### src/hdl/lzwc_pkg.sv
// Package for the LZW compressor: widths, dictionary size, controller states
// and the command/status structs between controller and datapath.
// No dependencies.
package lzwc_pkg;

  localparam int CODE_W       = 12;
  localparam int BYTE_W       = 8;
  localparam int DICT_ENTRIES = 4096;
  localparam int CODE_SPACE   = 4096;
  localparam int CODE_LIMIT   = (DICT_ENTRIES < CODE_SPACE) ? DICT_ENTRIES : CODE_SPACE;
  localparam int HASH_W       = $clog2(CODE_LIMIT);
  localparam int FREE_W       = CODE_W + 1;
  localparam logic [FREE_W-1:0] FIRST_LEARNED = FREE_W'(256);
  localparam logic [FREE_W-1:0] FREE_LIMIT    = FREE_W'(CODE_LIMIT);
  localparam int PAIR_W       = CODE_W + BYTE_W;

  typedef enum logic [2:0] {
    ST_IDLE,
    ST_PROBE,
    ST_CHECK,
    ST_EMIT,
    ST_FINAL
  } lzwc_state_t;

  typedef struct packed {
    logic load;       // capture the input item
    logic start_scan; // reset scan pointer to first learned code
    logic step_scan;  // advance scan pointer
    logic take_hit;   // prefix becomes the matching code
    logic miss;       // emit prefix, learn pair, prefix becomes the byte
    logic finish;     // emit final code and clear the message state
  } lzwc_cmd_t;

  typedef struct packed {
    logic prefix_valid;
    logic last_byte;
    logic scan_done;  // no more learned codes to compare
    logic hit;        // registered read data equals the pair
  } lzwc_sts_t;

endpackage

### src/hdl/lzwc_ctrl.sv
// Controller of the LZW compressor: sequences the dictionary scan and the
// output handshake. Depends on lzwc_pkg.
module lzwc_ctrl import lzwc_pkg::*; (
  input  logic      clk,
  input  logic      rst_n,
  input  logic      in_valid,
  output logic      in_ready,
  output logic      out_valid,
  input  logic      out_ready,
  input  lzwc_sts_t sts,
  output lzwc_cmd_t cmd
);

  lzwc_state_t state_r, state_nxt;
  logic        ovalid_r, ovalid_nxt;
  logic        accept;
  // Set while the read issued last cycle is for a live code.
  logic        rd_live_r, rd_live_nxt;

  assign accept    = in_valid && in_ready;
  assign out_valid = ovalid_r;

  always_comb begin
    state_nxt = state_r;
    unique case (state_r)
      ST_IDLE: begin
        // The first byte of a message becomes the prefix without a scan.
        if (accept) state_nxt = sts.prefix_valid ? ST_PROBE : ST_FINAL;
      end
      ST_PROBE: state_nxt = ST_CHECK;
      ST_CHECK: begin
        if (!sts.prefix_valid) begin
          state_nxt = ST_FINAL;
        end else if (rd_live_r && sts.hit) begin
          state_nxt = ST_FINAL;
        end else if (!rd_live_r) begin
          if (!ovalid_r || out_ready) state_nxt = ST_FINAL;
        end
      end
      ST_FINAL: begin
        if (!sts.last_byte) state_nxt = ST_IDLE;
        else if (!ovalid_r || out_ready) state_nxt = ST_IDLE;
      end
      ST_EMIT: state_nxt = ST_IDLE;
      default: state_nxt = ST_IDLE;
    endcase
  end

  always_comb begin
    cmd         = '0;
    in_ready    = 1'b0;
    ovalid_nxt  = ovalid_r && !out_ready;
    rd_live_nxt = 1'b0;
    unique case (state_r)
      ST_IDLE: begin
        in_ready = 1'b1;
        if (accept) begin
          cmd.load       = 1'b1;
          cmd.start_scan = 1'b1;
        end
      end
      ST_PROBE: begin
        rd_live_nxt   = !sts.scan_done;
        cmd.step_scan = !sts.scan_done;
      end
      ST_CHECK: begin
        if (sts.prefix_valid) begin
          if (rd_live_r && sts.hit) begin
            cmd.take_hit = 1'b1;
          end else if (rd_live_r) begin
            rd_live_nxt   = !sts.scan_done;
            cmd.step_scan = !sts.scan_done;
          end else if (!ovalid_r || out_ready) begin
            cmd.miss   = 1'b1;
            ovalid_nxt = 1'b1;
          end
        end
      end
      ST_FINAL: begin
        if (sts.last_byte && (!ovalid_r || out_ready)) begin
          cmd.finish = 1'b1;
          ovalid_nxt = 1'b1;
        end
      end
      ST_EMIT: ;
      default: ;
    endcase
  end

  always_ff @(posedge clk) begin
    if (!rst_n) begin
      state_r   <= ST_IDLE;
      ovalid_r  <= 1'b0;
      rd_live_r <= 1'b0;
    end else begin
      state_r   <= state_nxt;
      ovalid_r  <= ovalid_nxt;
      rd_live_r <= rd_live_nxt;
    end
  end

endmodule

### config.mk
export PLATFORM = sky130hd
export DESIGN_NAME = lzwc_ctrl
export DESIGN_NICKNAME = d
export VERILOG_FILES = /design/src/hdl/lzwc_pkg.sv /design/src/hdl/lzwc_ctrl.sv
export SDC_FILE = /design/constraint.sdc
export NUM_CORES = 1
export LEC_CHECK = 0
export ABC_CLOCK_PERIOD_IN_PS = 1170
export CORE_AREA = 2 2 39 41
export CTS_CLUSTER_SIZE = 25
export DETAILED_ROUTE_END_ITERATION = 16
export DIE_AREA = 0 0 41 43
export DONT_BUFFER_PORTS = 1
export SLEW_MARGIN = 40
export SYNTH_ARGS = -nofsm -noshare
export SYNTH_HDL_FRONTEND = slang
export SYNTH_SLANG_ARGS = --single-unit
### constraint.sdc
create_clock -name clk -period 1.17 [get_ports clk]
set_clock_uncertainty 0.1 [all_clocks]
set_input_delay 0.0585 -clock clk [delete_from_list [all_inputs] [get_ports clk]]
set_output_delay 0.0585 -clock clk [all_outputs]
set_load 0.01 [all_outputs]
==> report_table.html <==
<table>
<tr><th>Metric</th><th>Value</th></tr>
<tr><th colspan="2">Critical path</th></tr>
<tr><td>Largest fanout of any net on the critical path</td><td>5</td></tr>
<tr><td>Class of the most critical setup path</td><td>flip-flop to primary output</td></tr>
<tr><td>Reg-to-reg slack, setup</td><td>-0.21 ns</td></tr>
<tr><td>Critical path required time</td><td>1.01 ns</td></tr>
<tr><td>Worst R2R Start</td><td>state_r[0]$_SDFFE_PN0P_</td></tr>
<tr><td>Number of cell instances on the worst register-to-register path</td><td>6</td></tr>
<tr><td>Worst reg2reg path endpoint</td><td>rd_live_r$_SDFF_PN0_</td></tr>
<tr><td>Setup crit start kind</td><td>flip-flop</td></tr>
<tr><td>Worst endpoint data arrival time</td><td>around 1.3 ns</td></tr>
<tr><td>Nature of the critical path endpoint</td><td>primary output</td></tr>
<tr><th colspan="2">Place</th></tr>
<tr><td>Worst setup slack before clock tree synthesis</td><td>-0.0723 ns</td></tr>
<tr><td>Placer congestion estimate</td><td>0.768</td></tr>
<tr><td>Detailed Place HPWL</td><td>624 um</td></tr>
<tr><td>Number of buffers inserted by port buffering</td><td>0</td></tr>
<tr><th colspan="2">Power and ir drop</th></tr>
<tr><td>PwrDens</td><td>939 nW/um2</td></tr>
<tr><td>Share of total power in the clock network</td><td>37.3%</td></tr>
<tr><td>Leakage power summed over all cells</td><td>0.253 nW</td></tr>
<tr><td>Cell Int Power</td><td>0.402 mW</td></tr>
<tr><td>Portion of total power attributed to sequential cells</td><td>35.0%</td></tr>
<tr><td>Switching Power</td><td>0.140 mW</td></tr>
<tr><td>Logic gate share of total power</td><td>27.8%</td></tr>
<tr><td>Worst voltage drop across the vdd grid</td><td>0.413 mV</td></tr>
<tr><td>Switching share of power</td><td>about a quarter</td></tr>
<tr><th colspan="2">Drt</th></tr>
<tr><td>DR DRC count</td><td>0</td></tr>
<tr><td>Vias per inst</td><td>4.59</td></tr>
<tr><td>First DRT Iteration DRCs</td><td>1</td></tr>
<tr><td>Met3 layer wire length in the routed design</td><td>approximately 43 um</td></tr>
<tr><td>Drt first pass iters</td><td>2</td></tr>
<tr><td>Post-DR wirelength/cell</td><td>10.9 um</td></tr>
<tr><td>Met1 routed wirelength after detailed routing</td><td>379 um</td></tr>
<tr><td>Vias</td><td>363</td></tr>
<tr><td>Number of nets still failing antenna checks after routing</td><td>0</td></tr>
<tr><td>Wire length on met2</td><td>438 um</td></tr>
<tr><td>Routed wire length</td><td>861 um</td></tr>
<tr><td>Top routing layer in use</td><td>met3</td></tr>
<tr><th colspan="2">CTS</th></tr>
<tr><td>CTS Sinks</td><td>5</td></tr>
<tr><td>Buffers from clock root to sink, at most</td><td>2</td></tr>
<tr><td>Cts bufs inserted</td><td>3</td></tr>
<tr><td>Root buffer selected by CTS</td><td>sky130_fd_sc_hd__clkbuf_4</td></tr>
<tr><td>Clock transition at the registers of the reported paths</td><td>0.05 ns</td></tr>
<tr><td>TritonCTS clock tree</td><td>done</td></tr>
<tr><td>Number of levels the H-tree was split into</td><td>1</td></tr>
<tr><td>Skew-Pair Late Insertion Delay</td><td>0.24 ns</td></tr>
<tr><th colspan="2">Floorplan</th></tr>
<tr><td>Number of primary I/O pins</td><td>16</td></tr>
<tr><td>Die height</td><td>43 um</td></tr>
<tr><td>Rows</td><td>14</td></tr>
<tr><td>Die width</td><td>between 40 and 50 um</td></tr>
<tr><td>Core ar.</td><td>1380 um2</td></tr>
<tr><td>Die area</td><td>about 1800 um2</td></tr>
<tr><td>Initial cell density of the core</td><td>22.5%</td></tr>
<tr><th colspan="2">STA</th></tr>
<tr><td>Achievable Freq</td><td>689 MHz</td></tr>
<tr><td>Transition time at the pin with the least slew margin</td><td>~0.24 ns</td></tr>
<tr><td>Final worst slack</td><td>-0.281 ns</td></tr>
<tr><td>Crit share post-route</td><td>124%</td></tr>
<tr><td>Worst slew margin relative to its limit</td><td>83.6%</td></tr>
<tr><td>Min Tclk post-route</td><td>1.45 ns</td></tr>
<tr><td>Unrepaired setup endpoints after global routing</td><td>yes</td></tr>
<tr><td>Worst Hold Slack</td><td>about 0.01 ns</td></tr>
<tr><td>Number of pins with negative max-slew slack in the final report</td><td>0</td></tr>
<tr><td>Final hold violation count</td><td>0</td></tr>
<tr><td># setup viols final</td><td>12</td></tr>
<tr><th colspan="2">Synth</th></tr>
<tr><td>Top area cells in the synthesized netlist</td><td>sky130_fd_sc_hd__dfxtp_1, sky130_fd_sc_hd__nand2_1, sky130_fd_sc_hd__nor2b_1</td></tr>
<tr><td>Proportion of synthesized chip area in sequential cells</td><td>32.1%</td></tr>
<tr><td>Number of warnings issued by yosys</td><td>0</td></tr>
<tr><td>Portion of synthesized cell area occupied by the leading cell type</td><td>32.1%</td></tr>
<tr><td>Syn Inst Count</td><td>39</td></tr>
<tr><td>Count of different cell masters after synthesis</td><td>21</td></tr>
<tr><td>Post-Syn Area</td><td>a little over 300 um2</td></tr>
<tr><td>Most area-hungry cell type in the Yosys netlist</td><td>sky130_fd_sc_hd__dfxtp_1</td></tr>
<tr><td>Post-Syn Nets</td><td>47</td></tr>
<tr><td>#FFs+latches synth</td><td>5</td></tr>
<tr><td>Synth Area per Inst</td><td>roughly 8 um2</td></tr>
<tr><th colspan="2">GRT</th></tr>
<tr><td>Total congestion overflow after global routing</td><td>0</td></tr>
<tr><td>Maximum number of pins on one net before global-route repair</td><td>7</td></tr>
<tr><td>Number of antenna violations at the first check in global routing</td><td>0</td></tr>
<tr><td>Global-route wire length before repair</td><td>1320 um</td></tr>
<tr><td>GR Util All Layers</td><td>11.3%</td></tr>
<tr><td>Number of global-route vias before repair</td><td>325</td></tr>
<tr><th colspan="2">Min path</th></tr>
<tr><td>Capture endpoint of the worst hold path</td><td>state_r[1]$_SDFFE_PN0P_</td></tr>
<tr><td>Worst min-delay path class</td><td>primary input to flip-flop</td></tr>
<tr><td>Count of cells along the worst hold path</td><td>3</td></tr>
<tr><td>Worst hold path startpoint</td><td>out_ready</td></tr>
<tr><th colspan="2">Status</th></tr>
<tr><td>Failing checks</td><td>setup timing</td></tr>
<tr><td>Result of the run</td><td>finished, violations left</td></tr>
<tr><th colspan="2">Finish</th></tr>
<tr><td>Count of antenna diodes in the layout</td><td>0</td></tr>
<tr><td>Finished Core Util</td><td>a little over two fifths</td></tr>
<tr><td>Fraction of final layout cells sized beyond drive strength 1</td><td>55.6%</td></tr>
<tr><td>Filler cell count in the final layout</td><td>around 140</td></tr>
<tr><td>Area grow syn2layout</td><td>85.1%</td></tr>
<tr><td>Final nets</td><td>72</td></tr>
<tr><th colspan="2">Flow run</th></tr>
<tr><td>Max-cap viol count</td><td>0</td></tr>
</table>
## power by group through the flow
stage	combinational, mW	clock, mW	sequential, mW
3_3_place_gp	0.0926	0	0.191
5_1_grt	0.164	0.221	0.191
6_report	0.150	0.202	0.189
2_1_floorplan	0.0586	0	0.192
4_1_cts	0.133	0.202	0.188
3_5_place_dp	0.0930	0	0.192
## Yosys cell counts
cell type and number:
sky130_fd_sc_hd__dfxtp_1 5, sky130_fd_sc_hd__nand3_1 2, sky130_fd_sc_hd__o31a_1 1, sky130_fd_sc_hd__nand2b_1 1
sky130_fd_sc_hd__a21oi_1 1, sky130_fd_sc_hd__nor4_1 1, sky130_fd_sc_hd__nand3b_1 1, sky130_fd_sc_hd__and4bb_4 1
sky130_fd_sc_hd__nor2b_1 3, sky130_fd_sc_hd__a211oi_1 1, sky130_fd_sc_hd__nor3_1 2, sky130_fd_sc_hd__o21ai_1 1
sky130_fd_sc_hd__nor2_1 4, sky130_fd_sc_hd__and2_1 2, sky130_fd_sc_hd__nand2_1 6, sky130_fd_sc_hd__nor3b_1 1
sky130_fd_sc_hd__and3_1 1, sky130_fd_sc_hd__and4bb_1 1, sky130_fd_sc_hd__a21oi_2 1, sky130_fd_sc_hd__mux2i_1 1
sky130_fd_sc_hd__buf_4 2
## metrics by stage
step	instance area (um2)	setup TNS [ns]	cells	total power, mW
2_1_floorplan	317	0	39	0.251
4_1_cts	534	-1.54	74	0.523
3_5_place_dp	404	-0.222	64	0.285
6_report	577	-1.96	79	0.542
3_3_place_gp	404	-0.104	64	0.284
5_1_grt	577	-2.66	79	0.576
## critical path, stage by stage, from the launching register on
cell	delay, ns
sky130_fd_sc_hd__dfxtp_2	0.34
sky130_fd_sc_hd__and4bb_1	0.31
sky130_fd_sc_hd__buf_4	0.12
sky130_fd_sc_hd__buf_4	0.10
sky130_fd_sc_hd__and3_4	0.19
## worst max-delay path by stage
| stage | start | to | slack [ns] | cells after the start |
|---|---|---|---|---|
| after CTS | state_r[2]$_SDFFE_PN0P_ | cmd[3] | -0.29 | 4 |
| after global placement | state_r[2]$_SDFFE_PN0P_ | cmd[3] | -0.05 | 4 |
| after floorplan | state_r[2]$_SDFFE_PN0P_ | state_r[0]$_SDFFE_PN0P_ | 0.01 | 4 |
| final | state_r[0]$_SDFFE_PN0P_ | cmd[2] | -0.28 | 4 |
| after global routing | state_r[0]$_SDFFE_PN0P_ | cmd[3] | -0.34 | 4 |
| after detailed placement | state_r[2]$_SDFFE_PN0P_ | cmd[3] | -0.07 | 4 |
## layer usage
metal  up-vias  track usage (%)
met4         0             8.00
li1        186                -
met3         0             2.62
met5         -                0
met1       170             12.9
met2         7             17.5
## cells by family (layout without fill, tap and decap cells)
| logic type | after synthesis | count (layout) | synth area share (%) |
|---|---|---|---|
| mux | 1 | 1 | 3.21 |
| buf+inv | 2 | 26 | 4.82 |
| simple gates | 26 | 26 | 48.6 |
| compound gates | 5 | 5 | 11.2 |
| flops | 5 | 5 | 32.1 |
## layout make-up
class	count	area, um2	area share [%]
multi-input cells	32	240	41.6
well taps	16	20.0	3.47
clock buffers	4	26.3	4.56
repair buffers	22	184	31.9
flip-flops and latches	5	106	18.4
## sequential cells by signal, summed over array words and instances, names as in the netlist
register / cells
out_valid: 1
rd_live_r: 1
state_r: 3
## cell usage in the layout (no fill, tap or decap), drive strengths merged
| master | netlist | routed |
|---|---|---|
| nand2b | 1 | 1 |
| and3 | 1 | 1 |
| buf | 2 | 19 |
| nand2 | 6 | 6 |
| nor4 | 1 | 1 |
| a21oi | 2 | 2 |
| nor3 | 2 | 2 |
| o31a | 1 | 1 |
| a211oi | 1 | 1 |
| nor2b | 3 | 3 |
| nand3 | 2 | 2 |
| and4bb | 2 | 2 |
| dfxtp | 5 | 5 |
| and2 | 2 | 2 |
| nor2 | 4 | 4 |
| mux2i | 1 | 1 |
| o21ai | 1 | 1 |
| dlygate4sd3 | 0 | 3 |
| clkbuf | 0 | 4 |
| nand3b | 1 | 1 |
| nor3b | 1 | 1 |
## timing repair
action,CTS,global route
endpoints found under the setup margin,10,11
endpoints found under the hold margin,5,0
hold buffers,3,0
setup buffers,3,5
pin swaps,7,5
gates resized for setup,14,2
Power figures use the tool's default switching activity.
